### src/dchk_pkg.sv
`timescale 1ns / 1ps
// ----------------------------------------------------------------------------
// dchk_pkg
// Shared types, constants and pattern tables of the HTTP response dechunker.
// ----------------------------------------------------------------------------
package dchk_pkg;

    localparam int CHUNK_SIZE_BITS = 32;
    localparam int OQ_DEPTH        = 4;

    localparam logic [4:0] HEAD_LEN = 5'd7;
    localparam logic [4:0] TE_LEN   = 5'd26;
    localparam logic [4:0] HEX_NONE = 5'd16;

    localparam logic [13:0] STATUS_OK_LO = 14'd200;
    localparam logic [13:0] STATUS_OK_HI = 14'd300;

    localparam logic [2:0] SL_LEAD = 3'd0;
    localparam logic [2:0] SL_SIGN = 3'd1;
    localparam logic [2:0] SL_ZERO = 3'd2;
    localparam logic [2:0] SL_XPFX = 3'd3;
    localparam logic [2:0] SL_DIGS = 3'd4;
    localparam logic [2:0] SL_TAIL = 3'd5;

    localparam logic [2:0] TR_FIRST  = 3'd0;
    localparam logic [2:0] TR_SECOND = 3'd1;

    localparam logic [2:0] SC_WAIT = 3'd0;
    localparam logic [2:0] SC_OPEN = 3'd1;
    localparam logic [2:0] SC_LAST = 3'd4;
    localparam logic [2:0] SC_DONE = 3'd5;

    localparam logic [15:0] MAX_BODY_RESET = 16'd4096;
    localparam logic        REG_MAX_BODY   = 1'b0;

    typedef logic [CHUNK_SIZE_BITS-1:0] t_chunk;

    typedef struct packed {
        logic        kind;
        logic [7:0]  body_byte;
        logic [13:0] status_code;
        logic        status_ok;
        logic        parsed;
        logic        last;
    } t_result;

    function automatic logic [7:0] head_char(input logic [4:0] pos);
        logic [7:0] ch;
        case (pos)
            5'd0:    ch = "H";
            5'd1:    ch = "T";
            5'd2:    ch = "T";
            5'd3:    ch = "P";
            5'd4:    ch = "/";
            5'd5:    ch = "1";
            5'd6:    ch = ".";
            default: ch = 8'd0;
        endcase
        return ch;
    endfunction

    function automatic logic [7:0] te_char(input logic [4:0] pos);
        logic [7:0] ch;
        case (pos)
            5'd0:    ch = "t";
            5'd1:    ch = "r";
            5'd2:    ch = "a";
            5'd3:    ch = "n";
            5'd4:    ch = "s";
            5'd5:    ch = "f";
            5'd6:    ch = "e";
            5'd7:    ch = "r";
            5'd8:    ch = "-";
            5'd9:    ch = "e";
            5'd10:   ch = "n";
            5'd11:   ch = "c";
            5'd12:   ch = "o";
            5'd13:   ch = "d";
            5'd14:   ch = "i";
            5'd15:   ch = "n";
            5'd16:   ch = "g";
            5'd17:   ch = ":";
            5'd18:   ch = " ";
            5'd19:   ch = "c";
            5'd20:   ch = "h";
            5'd21:   ch = "u";
            5'd22:   ch = "n";
            5'd23:   ch = "k";
            5'd24:   ch = "e";
            5'd25:   ch = "d";
            default: ch = 8'd0;
        endcase
        return ch;
    endfunction

    function automatic logic [7:0] end_char(input logic [1:0] pos);
        return pos[0] ? 8'h0A : 8'h0D;
    endfunction

    function automatic logic [4:0] hex_of(input logic [7:0] c);
        logic [4:0] d;
        if (c >= "0" && c <= "9") begin
            d = 5'(c - "0");
        end else if (c >= "a" && c <= "f") begin
            d = 5'(c - "a" + 8'd10);
        end else if (c >= "A" && c <= "F") begin
            d = 5'(c - "A" + 8'd10);
        end else begin
            d = HEX_NONE;
        end
        return d;
    endfunction

    function automatic t_chunk size_add(input t_chunk rem, input logic [3:0] d);
        t_chunk mx;
        t_chunk lim;
        mx  = '1;
        lim = (mx - t_chunk'(d)) >> 4;
        return (rem > lim) ? mx : ((rem << 4) | t_chunk'(d));
    endfunction

endpackage

### src/dchk_cfg.sv
`timescale 1ns / 1ps
// ----------------------------------------------------------------------------
// dchk_cfg
// APB register file holding the body length limit.
// ----------------------------------------------------------------------------
module dchk_cfg (
    input  logic        i_clk,
    input  logic        i_rst_n,
    input  logic        psel,
    input  logic        penable,
    input  logic        pwrite,
    input  logic [2:0]  paddr,
    input  logic [31:0] pwdata,
    output logic [31:0] prdata,
    output logic        pready,
    output logic [15:0] o_max_body
);

    logic [15:0] r_max_body;
    logic        w_sel_max;

    assign w_sel_max  = (paddr[2] == dchk_pkg::REG_MAX_BODY);
    assign pready     = 1'b1;
    assign prdata     = w_sel_max ? {16'd0, r_max_body} : 32'd0;
    assign o_max_body = r_max_body;

    always_ff @(posedge i_clk) begin
        if (!i_rst_n) begin
            r_max_body <= dchk_pkg::MAX_BODY_RESET;
        end else if (psel && penable && pwrite && pready && w_sel_max) begin
            r_max_body <= pwdata[15:0];
        end
    end

endmodule

### src/dchk_parser.sv
`timescale 1ns / 1ps
// ----------------------------------------------------------------------------
// dchk_parser
// Per-byte response scanner: status line, header search, plain or chunked
// body decoding, and the summary on the last byte.
// ----------------------------------------------------------------------------
module dchk_parser (
    input  logic              i_clk,
    input  logic              i_rst_n,
    input  logic              i_valid,
    input  logic [7:0]        i_byte,
    input  logic              i_last,
    input  logic [15:0]       i_max_body,
    output logic [1:0]        o_res_cnt,
    output dchk_pkg::t_result o_res0,
    output dchk_pkg::t_result o_res1
);

    typedef enum logic [3:0] {
        PH_SEARCH,
        PH_HEADER,
        PH_PLAIN,
        PH_SIZE,
        PH_DATA,
        PH_TRAIL,
        PH_DONE
    } t_phase;

    t_phase           r_phase, n_phase;
    logic [4:0]       r_match_pos, n_match_pos;
    logic [1:0]       r_end_pos, n_end_pos;
    logic [13:0]      r_status_acc, n_status_acc;
    logic [2:0]       r_status_chars, n_status_chars;
    logic             r_is_chunked, n_is_chunked;
    dchk_pkg::t_chunk r_chunk_rem, n_chunk_rem;
    logic [2:0]       r_sub, n_sub;
    logic [15:0]      r_body_count, n_body_count;
    logic             r_size_neg, n_size_neg;
    logic             r_size_cr, n_size_cr;
    logic             r_end_seen, n_end_seen;

    logic [7:0]        c;
    logic [7:0]        lc;
    logic [4:0]        hex_d;
    logic              is_digit;
    logic              is_ws;
    logic              emit;
    dchk_pkg::t_result body_res;
    dchk_pkg::t_result sum_res;

    assign c        = i_byte;
    assign lc       = (c >= "A" && c <= "Z") ? c + 8'd32 : c;
    assign hex_d    = dchk_pkg::hex_of(c);
    assign is_digit = (c >= "0" && c <= "9");
    assign is_ws    = (c == " ") || (c >= 8'd9 && c <= 8'd13);

    always_comb begin
        n_phase        = r_phase;
        n_match_pos    = r_match_pos;
        n_end_pos      = r_end_pos;
        n_status_acc   = r_status_acc;
        n_status_chars = r_status_chars;
        n_is_chunked   = r_is_chunked;
        n_chunk_rem    = r_chunk_rem;
        n_sub          = r_sub;
        n_body_count   = r_body_count;
        n_size_neg     = r_size_neg;
        n_size_cr      = r_size_cr;
        n_end_seen     = r_end_seen;
        emit           = 1'b0;

        if (r_phase != PH_SEARCH) begin
            if (r_status_chars == dchk_pkg::SC_WAIT) begin
                if (c == " ") begin
                    n_status_chars = dchk_pkg::SC_OPEN;
                end
            end else if (r_status_chars <= dchk_pkg::SC_LAST) begin
                if (is_digit) begin
                    n_status_acc   = 14'(r_status_acc * 14'd10) + 14'(c[3:0]);
                    n_status_chars = r_status_chars + 3'd1;
                end else begin
                    n_status_chars = dchk_pkg::SC_DONE;
                end
            end
        end

        case (r_phase)
            PH_SEARCH: begin
                if (r_match_pos < dchk_pkg::HEAD_LEN && c == dchk_pkg::head_char(r_match_pos)) begin
                    n_match_pos = r_match_pos + 5'd1;
                end else begin
                    n_match_pos = (c == "H") ? 5'd1 : 5'd0;
                end
                if (n_match_pos >= dchk_pkg::HEAD_LEN) begin
                    n_phase     = PH_HEADER;
                    n_match_pos = 5'd0;
                    n_end_pos   = 2'd0;
                end
            end
            PH_HEADER: begin
                if (!r_is_chunked) begin
                    if (r_match_pos < dchk_pkg::TE_LEN && lc == dchk_pkg::te_char(r_match_pos)) begin
                        n_match_pos = r_match_pos + 5'd1;
                    end else begin
                        n_match_pos = (lc == "t") ? 5'd1 : 5'd0;
                    end
                    if (n_match_pos >= dchk_pkg::TE_LEN) begin
                        n_is_chunked = 1'b1;
                        n_match_pos  = 5'd0;
                    end
                end
                if (c == dchk_pkg::end_char(r_end_pos)) begin
                    if (r_end_pos == 2'd3) begin
                        n_end_seen = 1'b1;
                        n_end_pos  = 2'd0;
                        if (n_is_chunked) begin
                            n_phase     = PH_SIZE;
                            n_sub       = dchk_pkg::SL_LEAD;
                            n_size_neg  = 1'b0;
                            n_size_cr   = 1'b0;
                            n_chunk_rem = '0;
                        end else begin
                            n_phase = PH_PLAIN;
                        end
                    end else begin
                        n_end_pos = r_end_pos + 2'd1;
                    end
                end else begin
                    n_end_pos = (c == 8'h0D) ? 2'd1 : 2'd0;
                end
            end
            PH_PLAIN: begin
                emit = 1'b1;
            end
            PH_SIZE: begin
                if (r_size_cr && c == 8'h0A) begin
                    if (r_size_neg || r_chunk_rem == '0) begin
                        n_phase = PH_DONE;
                    end else begin
                        n_phase = PH_DATA;
                    end
                end else begin
                    n_size_cr = (c == 8'h0D);
                    case (r_sub)
                        dchk_pkg::SL_LEAD, dchk_pkg::SL_SIGN: begin
                            if (r_sub == dchk_pkg::SL_LEAD && is_ws) begin
                                n_sub = r_sub;
                            end else if (r_sub == dchk_pkg::SL_LEAD && (c == "+" || c == "-")) begin
                                n_size_neg = (c == "-");
                                n_sub      = dchk_pkg::SL_SIGN;
                            end else if (c == "0") begin
                                n_sub = dchk_pkg::SL_ZERO;
                            end else if (hex_d != dchk_pkg::HEX_NONE) begin
                                n_chunk_rem = dchk_pkg::size_add(r_chunk_rem, hex_d[3:0]);
                                n_sub       = dchk_pkg::SL_DIGS;
                            end else begin
                                n_sub = dchk_pkg::SL_TAIL;
                            end
                        end
                        dchk_pkg::SL_ZERO: begin
                            if (c == "x" || c == "X") begin
                                n_sub = dchk_pkg::SL_XPFX;
                            end else if (hex_d != dchk_pkg::HEX_NONE) begin
                                n_chunk_rem = dchk_pkg::size_add(r_chunk_rem, hex_d[3:0]);
                                n_sub       = dchk_pkg::SL_DIGS;
                            end else begin
                                n_sub = dchk_pkg::SL_TAIL;
                            end
                        end
                        dchk_pkg::SL_XPFX, dchk_pkg::SL_DIGS: begin
                            if (hex_d != dchk_pkg::HEX_NONE) begin
                                n_chunk_rem = dchk_pkg::size_add(r_chunk_rem, hex_d[3:0]);
                                n_sub       = dchk_pkg::SL_DIGS;
                            end else begin
                                n_sub = dchk_pkg::SL_TAIL;
                            end
                        end
                        default: begin
                            n_sub = r_sub;
                        end
                    endcase
                end
            end
            PH_DATA: begin
                emit = 1'b1;
                if (r_chunk_rem != '0) begin
                    n_chunk_rem = r_chunk_rem - dchk_pkg::t_chunk'(1);
                end
                if (n_chunk_rem == '0) begin
                    n_phase = PH_TRAIL;
                    n_sub   = dchk_pkg::TR_FIRST;
                end
            end
            PH_TRAIL: begin
                if (r_sub != dchk_pkg::TR_FIRST) begin
                    n_phase     = PH_SIZE;
                    n_sub       = dchk_pkg::SL_LEAD;
                    n_size_neg  = 1'b0;
                    n_size_cr   = 1'b0;
                    n_chunk_rem = '0;
                end else begin
                    n_sub = dchk_pkg::TR_SECOND;
                end
            end
            default: begin
                n_phase = r_phase;
            end
        endcase

        emit = emit && (r_body_count < i_max_body);
        if (emit) begin
            n_body_count = r_body_count + 16'd1;
        end

        body_res           = '0;
        body_res.body_byte = c;

        sum_res             = '0;
        sum_res.kind        = 1'b1;
        sum_res.status_code = n_status_acc;
        sum_res.status_ok   = (n_status_acc >= dchk_pkg::STATUS_OK_LO)
                           && (n_status_acc < dchk_pkg::STATUS_OK_HI);
        sum_res.parsed      = (n_status_chars != dchk_pkg::SC_WAIT) && n_end_seen;
        sum_res.last        = 1'b1;

        o_res_cnt = 2'd0;
        o_res0    = body_res;
        o_res1    = sum_res;
        if (i_valid) begin
            if (emit && i_last) begin
                o_res_cnt = 2'd2;
            end else if (emit) begin
                o_res_cnt = 2'd1;
            end else if (i_last) begin
                o_res_cnt = 2'd1;
                o_res0    = sum_res;
            end
        end

        if (i_last) begin
            n_phase        = PH_SEARCH;
            n_match_pos    = 5'd0;
            n_end_pos      = 2'd0;
            n_status_acc   = 14'd0;
            n_status_chars = dchk_pkg::SC_WAIT;
            n_is_chunked   = 1'b0;
            n_chunk_rem    = '0;
            n_sub          = dchk_pkg::SL_LEAD;
            n_body_count   = 16'd0;
            n_size_neg     = 1'b0;
            n_size_cr      = 1'b0;
            n_end_seen     = 1'b0;
        end
    end

    always_ff @(posedge i_clk) begin
        if (!i_rst_n) begin
            r_phase        <= PH_SEARCH;
            r_match_pos    <= 5'd0;
            r_end_pos      <= 2'd0;
            r_status_acc   <= 14'd0;
            r_status_chars <= dchk_pkg::SC_WAIT;
            r_is_chunked   <= 1'b0;
            r_chunk_rem    <= '0;
            r_sub          <= dchk_pkg::SL_LEAD;
            r_body_count   <= 16'd0;
            r_size_neg     <= 1'b0;
            r_size_cr      <= 1'b0;
            r_end_seen     <= 1'b0;
        end else if (i_valid) begin
            r_phase        <= n_phase;
            r_match_pos    <= n_match_pos;
            r_end_pos      <= n_end_pos;
            r_status_acc   <= n_status_acc;
            r_status_chars <= n_status_chars;
            r_is_chunked   <= n_is_chunked;
            r_chunk_rem    <= n_chunk_rem;
            r_sub          <= n_sub;
            r_body_count   <= n_body_count;
            r_size_neg     <= n_size_neg;
            r_size_cr      <= n_size_cr;
            r_end_seen     <= n_end_seen;
        end
    end

endmodule

### src/dchk_outq.sv
`timescale 1ns / 1ps
// ----------------------------------------------------------------------------
// dchk_outq
// Small result queue that takes up to two results per cycle and hands out
// one beat per cycle while the consumer is ready.
// ----------------------------------------------------------------------------
module dchk_outq (
    input  logic              i_clk,
    input  logic              i_rst_n,
    input  logic [1:0]        i_push_cnt,
    input  dchk_pkg::t_result i_res0,
    input  dchk_pkg::t_result i_res1,
    input  logic              i_ready,
    output logic              o_room2,
    output logic              o_valid,
    output dchk_pkg::t_result o_res
);

    localparam int PW = $clog2(dchk_pkg::OQ_DEPTH);
    localparam int CW = $clog2(dchk_pkg::OQ_DEPTH + 1);

    dchk_pkg::t_result r_mem [dchk_pkg::OQ_DEPTH];
    logic [PW-1:0]     r_wr_ptr, r_rd_ptr;
    logic [CW-1:0]     r_count;
    logic              w_pop;
    logic [PW-1:0]     w_wr_next;

    assign o_valid   = (r_count != '0);
    assign o_res     = r_mem[r_rd_ptr];
    assign o_room2   = (r_count <= CW'(dchk_pkg::OQ_DEPTH - 2));
    assign w_pop     = o_valid && i_ready;
    assign w_wr_next = r_wr_ptr + PW'(1);

    always_ff @(posedge i_clk) begin
        if (i_push_cnt != 2'd0) begin
            r_mem[r_wr_ptr] <= i_res0;
        end
        if (i_push_cnt == 2'd2) begin
            r_mem[w_wr_next] <= i_res1;
        end
    end

    always_ff @(posedge i_clk) begin
        if (!i_rst_n) begin
            r_wr_ptr <= '0;
            r_rd_ptr <= '0;
            r_count  <= '0;
        end else begin
            r_wr_ptr <= r_wr_ptr + PW'(i_push_cnt);
            if (w_pop) begin
                r_rd_ptr <= r_rd_ptr + PW'(1);
            end
            r_count <= r_count + CW'(i_push_cnt) - CW'(w_pop);
        end
    end

endmodule

### src/http_response_dechunker_core.sv
`timescale 1ns / 1ps
// ----------------------------------------------------------------------------
// http_response_dechunker_core
// HTTP/1.x response scanner with chunked transfer decoding.
// ----------------------------------------------------------------------------
// The block takes one raw response byte per clock and returns body bytes and,
// after the byte marked last, one summary beat (tuser high, tlast high) with
// the status code, the 2xx flag and the parsed flag. Every byte is handled in
// the cycle it is accepted by the scanner's state update, and its results
// enter a four-entry output queue, so the first result appears in the
// following cycle. The input accepts a beat whenever the queue has two free
// entries, which gives one byte per clock while the output side keeps up.
module http_response_dechunker_core (
    input  logic        i_clk,
    input  logic        i_rst_n,
    input  logic        s_axis_tvalid,
    output logic        s_axis_tready,
    input  logic [7:0]  s_axis_tdata,   // [7:0] in_byte
    input  logic        s_axis_tlast,
    output logic        m_axis_tvalid,
    input  logic        m_axis_tready,
    output logic [23:0] m_axis_tdata,   // [7:0] body_byte, [21:8] status_code,
                                        // [22] status_ok, [23] parsed
    output logic        m_axis_tuser,   // [0] out_kind
    output logic        m_axis_tlast,
    input  logic        psel,
    input  logic        penable,
    input  logic        pwrite,
    input  logic [2:0]  paddr,
    input  logic [31:0] pwdata,
    output logic [31:0] prdata,
    output logic        pready
);

    logic              w_accept;
    logic [15:0]       w_max_body;
    logic [1:0]        w_res_cnt;
    dchk_pkg::t_result w_res0, w_res1, w_out;
    logic              w_room2;

    assign w_accept      = s_axis_tvalid && s_axis_tready;
    assign s_axis_tready = w_room2;

    dchk_cfg u_cfg (
        .i_clk      (i_clk),
        .i_rst_n    (i_rst_n),
        .psel       (psel),
        .penable    (penable),
        .pwrite     (pwrite),
        .paddr      (paddr),
        .pwdata     (pwdata),
        .prdata     (prdata),
        .pready     (pready),
        .o_max_body (w_max_body)
    );

    dchk_parser u_parser (
        .i_clk      (i_clk),
        .i_rst_n    (i_rst_n),
        .i_valid    (w_accept),
        .i_byte     (s_axis_tdata),
        .i_last     (s_axis_tlast),
        .i_max_body (w_max_body),
        .o_res_cnt  (w_res_cnt),
        .o_res0     (w_res0),
        .o_res1     (w_res1)
    );

    dchk_outq u_outq (
        .i_clk      (i_clk),
        .i_rst_n    (i_rst_n),
        .i_push_cnt (w_res_cnt),
        .i_res0     (w_res0),
        .i_res1     (w_res1),
        .i_ready    (m_axis_tready),
        .o_room2    (w_room2),
        .o_valid    (m_axis_tvalid),
        .o_res      (w_out)
    );

    assign m_axis_tdata = {w_out.parsed, w_out.status_ok, w_out.status_code, w_out.body_byte};
    assign m_axis_tuser = w_out.kind;
    assign m_axis_tlast = w_out.last;

endmodule
### config.mk
export PLATFORM = sky130hd
export DESIGN_NAME = http_response_dechunker_core
export DESIGN_NICKNAME = d
export VERILOG_FILES = /design/src/dchk_pkg.sv /design/src/dchk_cfg.sv /design/src/dchk_parser.sv /design/src/dchk_outq.sv /design/src/http_response_dechunker_core.sv
export SDC_FILE = /design/constraint.sdc
export NUM_CORES = 1
export LEC_CHECK = 0
export BUFFER_PORTS_ARGS = -buffer_cell sky130_fd_sc_hd__buf_2
export CAP_MARGIN = 0
export CORE_UTILIZATION = 36
export CTS_CLUSTER_DIAMETER = 50
export DETAILED_ROUTE_END_ITERATION = 8
export GPL_TIMING_DRIVEN = 0
export SYNTH_ARGS = -nofsm -noshare
export SYNTH_HDL_FRONTEND = slang
export SYNTH_SLANG_ARGS = --single-unit
### constraint.sdc
create_clock -name i_clk -period 6.2 [get_ports i_clk]
set_input_delay 1.24 -clock i_clk [delete_from_list [all_inputs] [get_ports i_clk]]
set_output_delay 1.24 -clock i_clk [all_outputs]
set_load 0.03 [all_outputs]
==> impl_summary.log <==
INFO  metric worstPathBufferInverterCount = 3
INFO  metric critPathTopFamily = compound AO/OA/AOI/OAI gates
INFO  metric clkTransAtPathRegs = roughly 50 ps
INFO  metric critical_path.max_stage_delay = about 800 ps
INFO  metric routabilityCongestion = 0.923
INFO  metric timing.slew.headroom = 0.149
INFO  metric final_design_area_no_fill = about 16000 um2
INFO  metric drc_violation_count_after_routing = 0
INFO  metric nFillCells = ~3700
INFO  metric cts_max_level = 2
INFO  metric buffers_from_clock_root_to_sink_at_most = 3
INFO  metric setup_viol = 0
INFO  metric worst_path_max_delay_cell = o41ai_2
INFO  metric grt_max_degree = 19
INFO  metric clkSinkCount = between 200 and 250
INFO  metric finish.net_count = between 1500 and 2000
INFO  metric cts_root_buf = clkbuf_16
INFO  metric post_cts_setup_repair_buffer_count = 0
INFO  metric reg2reg_setup_slack = about 1300 ps
INFO  metric yosysUniqueCellTypes = 91
INFO  metric synth_seq_cells = 214
INFO  metric initial_utilization = 0.369
INFO  metric regToRegStartpoint = u_cfg.o_max_body[1]
INFO  metric vdd_ir_drop_max = about 0.2 mV
INFO  metric worstPathCellList = buf_2 -> buf_1 -> inv_1 -> ha_1 -> or4b_4 -> nor4_4 -> nor4b_2 -> o2111ai_1 -> nor4_1 -> o41ai_2 -> ha_1 -> a41oi_1 -> nor4b_1 -> a22oi_1
INFO  metric io-pin-count = ~110
INFO  metric peak_clock_frequency_supported_by_timing = approximately 180 MHz
INFO  metric dp_hpwl = between 20000 and 30000 um
INFO  metric fp_rows = 70
INFO  metric drt_pre_antenna_iters = 5
INFO  metric post_cts.resized_instances = 0
INFO  metric cellLeakagePower = 6.05 nW
INFO  metric grt_pass1_wl = slightly above 60000 um
INFO  metric multi_input_area = 8030 um2
INFO  metric cts_hold_repair.buffers = 0
INFO  metric grt_antenna_before_repair = 0
INFO  metric timing_worst_setup_path_type = in2reg
INFO  metric n_antenna_cell = 0
INFO  metric placedInstanceArea = 14700 um2
INFO  metric die_footprint = roughly 39000 um2
INFO  metric groute.usage.overall = 0.198
INFO  metric p_per_area = around 290 nW/um2
INFO  metric netlist_instances = approximately 1600
INFO  metric worstPathArrival = roughly 6000 ps
INFO  metric synth_enable_flop_cells = between 60 and 70
INFO  metric regArea = between 4000 and 5000 um2
INFO  metric end_kind = flop
INFO  metric final_layout_size_suffix_gt1_frac = 0.127
INFO  metric final.min_clock_period = between 5000 and 6000 ps
INFO  metric core_area = roughly 37000 um2
INFO  metric grt_overflow_total = 0
INFO  metric synth_area_per_cell = 8.71 um2
INFO  metric cpMostUsedCell = ha_1
INFO  metric die_h = between 150 and 200 um
INFO  metric post_synth_instance_area = 13600 um2
INFO  metric cts_tree = yes
INFO  metric post-route-period-util = 0.909
INFO  metric io_buffer_count = 74
INFO  metric worst_min_delay_path_endpoint = u_cfg.o_max_body[5]
INFO  metric first_global_vias = about 12000
INFO  metric detail_route.vias_per_cell = 5.51
INFO  metric route.antenna.remaining_nets = 0
INFO  metric ys_seq_area_frac = 0.361
INFO  metric area_growth_syn_to_layout = 16.3%
INFO  metric dr_total_vias = 12200
INFO  metric fp.dieW = 197 um
INFO  metric ys_warn_count = 0
INFO  metric clock-skew-final = around 26 ps
INFO  metric cp_data_required_time = 6570 ps
INFO  metric clk-insertion-delay-late = between 500 and 600 ps
INFO  metric yosys_most_used_dff = dfxtp_1
INFO  metric tightestPinTransition = ~1300 ps
INFO  metric status = complete, no violations
INFO  metric drv_cap = 0
INFO  metric first_iter_violations = between 900 and 1000
INFO  metric setup.worst_path.start_class = input port
INFO  metric postSynth.asyncResetShare = 0
INFO  metric cts_made_buffers = 34
INFO  metric mean_routed_wirelength_per_cell = about 18 um
INFO  metric r2r-end = u_outq.r_mem[3][9]
INFO  metric min_path_cells = 2
INFO  metric min_from = u_cfg.o_max_body[5]
INFO  metric timing.setup.tns = 0 ps
INFO  metric drt-total-wl = 38900 um
INFO  metric critical_path.max_fanout = 10
INFO  metric number_of_hold_violations_in_the_final_report = 0
INFO  metric rsz_0062_raised_after_global_routing = false
INFO  metric timing.hold.worst.class = reg2reg
INFO  metric reg2regPathDepth = 17
INFO  metric timing.final.max_slew_violations = 0
per-stage QoR:
step / setup slack [ps] / power, mW / utilization / std cells / hold slack, ps
finish: 566 / 4.56 / 0.429 / 2222 / 453
global route: 377 / 4.74 / 0.429 / 2222 / 472
CTS: 687 / 4.60 / 0.429 / 2222 / 454
detailed placement: 129 / 2.70 / 0.399 / 2161 / 448
global placement: 216 / 2.68 / 0.398 / 2159 / 441
floorplan: 1450 / 2.40 / - / 1581 / 436
worst max path at each step:
stage / startpoint / endpoint / cells past startpoint
final: s_axis_tdata[1] / flop / 14
after global routing: s_axis_tdata[1] / flop / 14
after CTS: s_axis_tdata[1] / flop / 14
after detailed placement: s_axis_tdata[1] / flop / 14
after global placement: s_axis_tdata[1] / flop / 14
after floorplan: s_axis_tdata[1] / flop / 14
area by class of cell:
type / instances / share of cell area
Multi-Input combinational cell: 1191 / 0.506
Sequential cell: 214 / 0.310
Clock buffer: 44 / 0.0585
Tap cell: 504 / 0.0397
Buffer: 113 / 0.0332
Timing Repair Buffer: 76 / 0.0243
Inverter: 63 / 0.0149
Clock inverter: 17 / 0.0133
kinds of logic (layout without fill, tap and decap cells):
group | after synthesis | in the layout | synth area share
AO/OA/AOI/OAI | 378 | 378 | 0.189
XOR/XNOR | 63 | 63 | 0.0414
adder cells (fa/ha/maj) | 72 | 72 | 0.0677
buffers and inverters | 176 | 313 | 0.0559
flip-flops | 214 | 214 | 0.361
multiplexers | 55 | 55 | 0.0636
other | 2 | 17 | 0.000550
AND/OR/NAND/NOR | 606 | 606 | 0.221
cells in the final DEF, fill, tap and decap left out, types with 11 or more instances in the layout:
master and count:
a21o_1 18, clkbuf_16 34, buf_2 83, mux4_2 25, xnor2_1 31, nor2b_1 20
mux2i_1 26, or3_1 22, a211o_1 13, xor2_1 31, inv_1 63, conb_1 17
nand3b_1 18, dfxtp_1 150, clkbuf_1 77, edfxtp_1 64, o21ai_0 80, and3_1 15
nand3_1 36, nand4_1 19, nor4_1 21, and2_1 12, o211ai_1 11, a21oi_1 109
nand2_1 141, nor2_1 209, buf_1 11, ha_1 69, nor3_1 25, buf_4 20
a22o_1 32
worst reg2reg max path: stages (launching register included):
cell and delay [ps]:
dfxtp_1 320, inv_1 70, ha_1 290, a21o_1 150, a21o_1 170, a21o_1 180, a21o_1 180, a311oi_1 410
o21ai_0 260, ha_1 370, nor2_1 250, nand2_1 80, nand2_1 100, nand2_1 270, inv_1 700, o21ai_1 440
clkbuf_1 380, nor2_1 180
sequential cells by signal (all words and copies together) (netlist names), 3 cells and up, named ones only:
register	count
u_parser.r_match_pos	5
u_cfg.o_max_body	16
u_parser.r_status_acc	14
u_outq.r_mem	100
u_parser.r_chunk_rem	32
u_outq.r_count	3
u_parser.r_body_count	16
u_parser.r_status_chars	3
u_parser.r_sub	3
u_parser.r_phase	3
cell usage after synthesis (32+ instances only):
| cell type | n | area (um2) |
|---|---|---|
| a21oi_1 | 109 | 546 |
| a22o_1 | 32 | 280 |
| clkbuf_1 | 71 | 267 |
| dfxtp_1 | 150 | 3000 |
| edfxtp_1 | 64 | 1920 |
| ha_1 | 69 | 863 |
| inv_1 | 63 | 236 |
| nand2_1 | 141 | 529 |
| nand3_1 | 36 | 180 |
| nor2_1 | 209 | 785 |
| o21ai_0 | 80 | 400 |
layer usage:
layer,global-route usage,part of all wire,vias to the layer above,wire [um]
met1,0.249,0.44,5830,17000
li1,-,-,5941,-
met4,0.0827,0.037,0,1420
met3,0.0282,0.048,89,1880
met5,0,0,-,0
met2,0.339,0.48,381,18600
report_power, final:
part | switching (mW) | total (mW) | internal (mW)
clock | 0.724 | 1.89 | 1.17
sequential | 0.0625 | 1.63 | 1.56
combinational | 0.642 | 1.04 | 0.397
(Power assumes the default switching activity.)
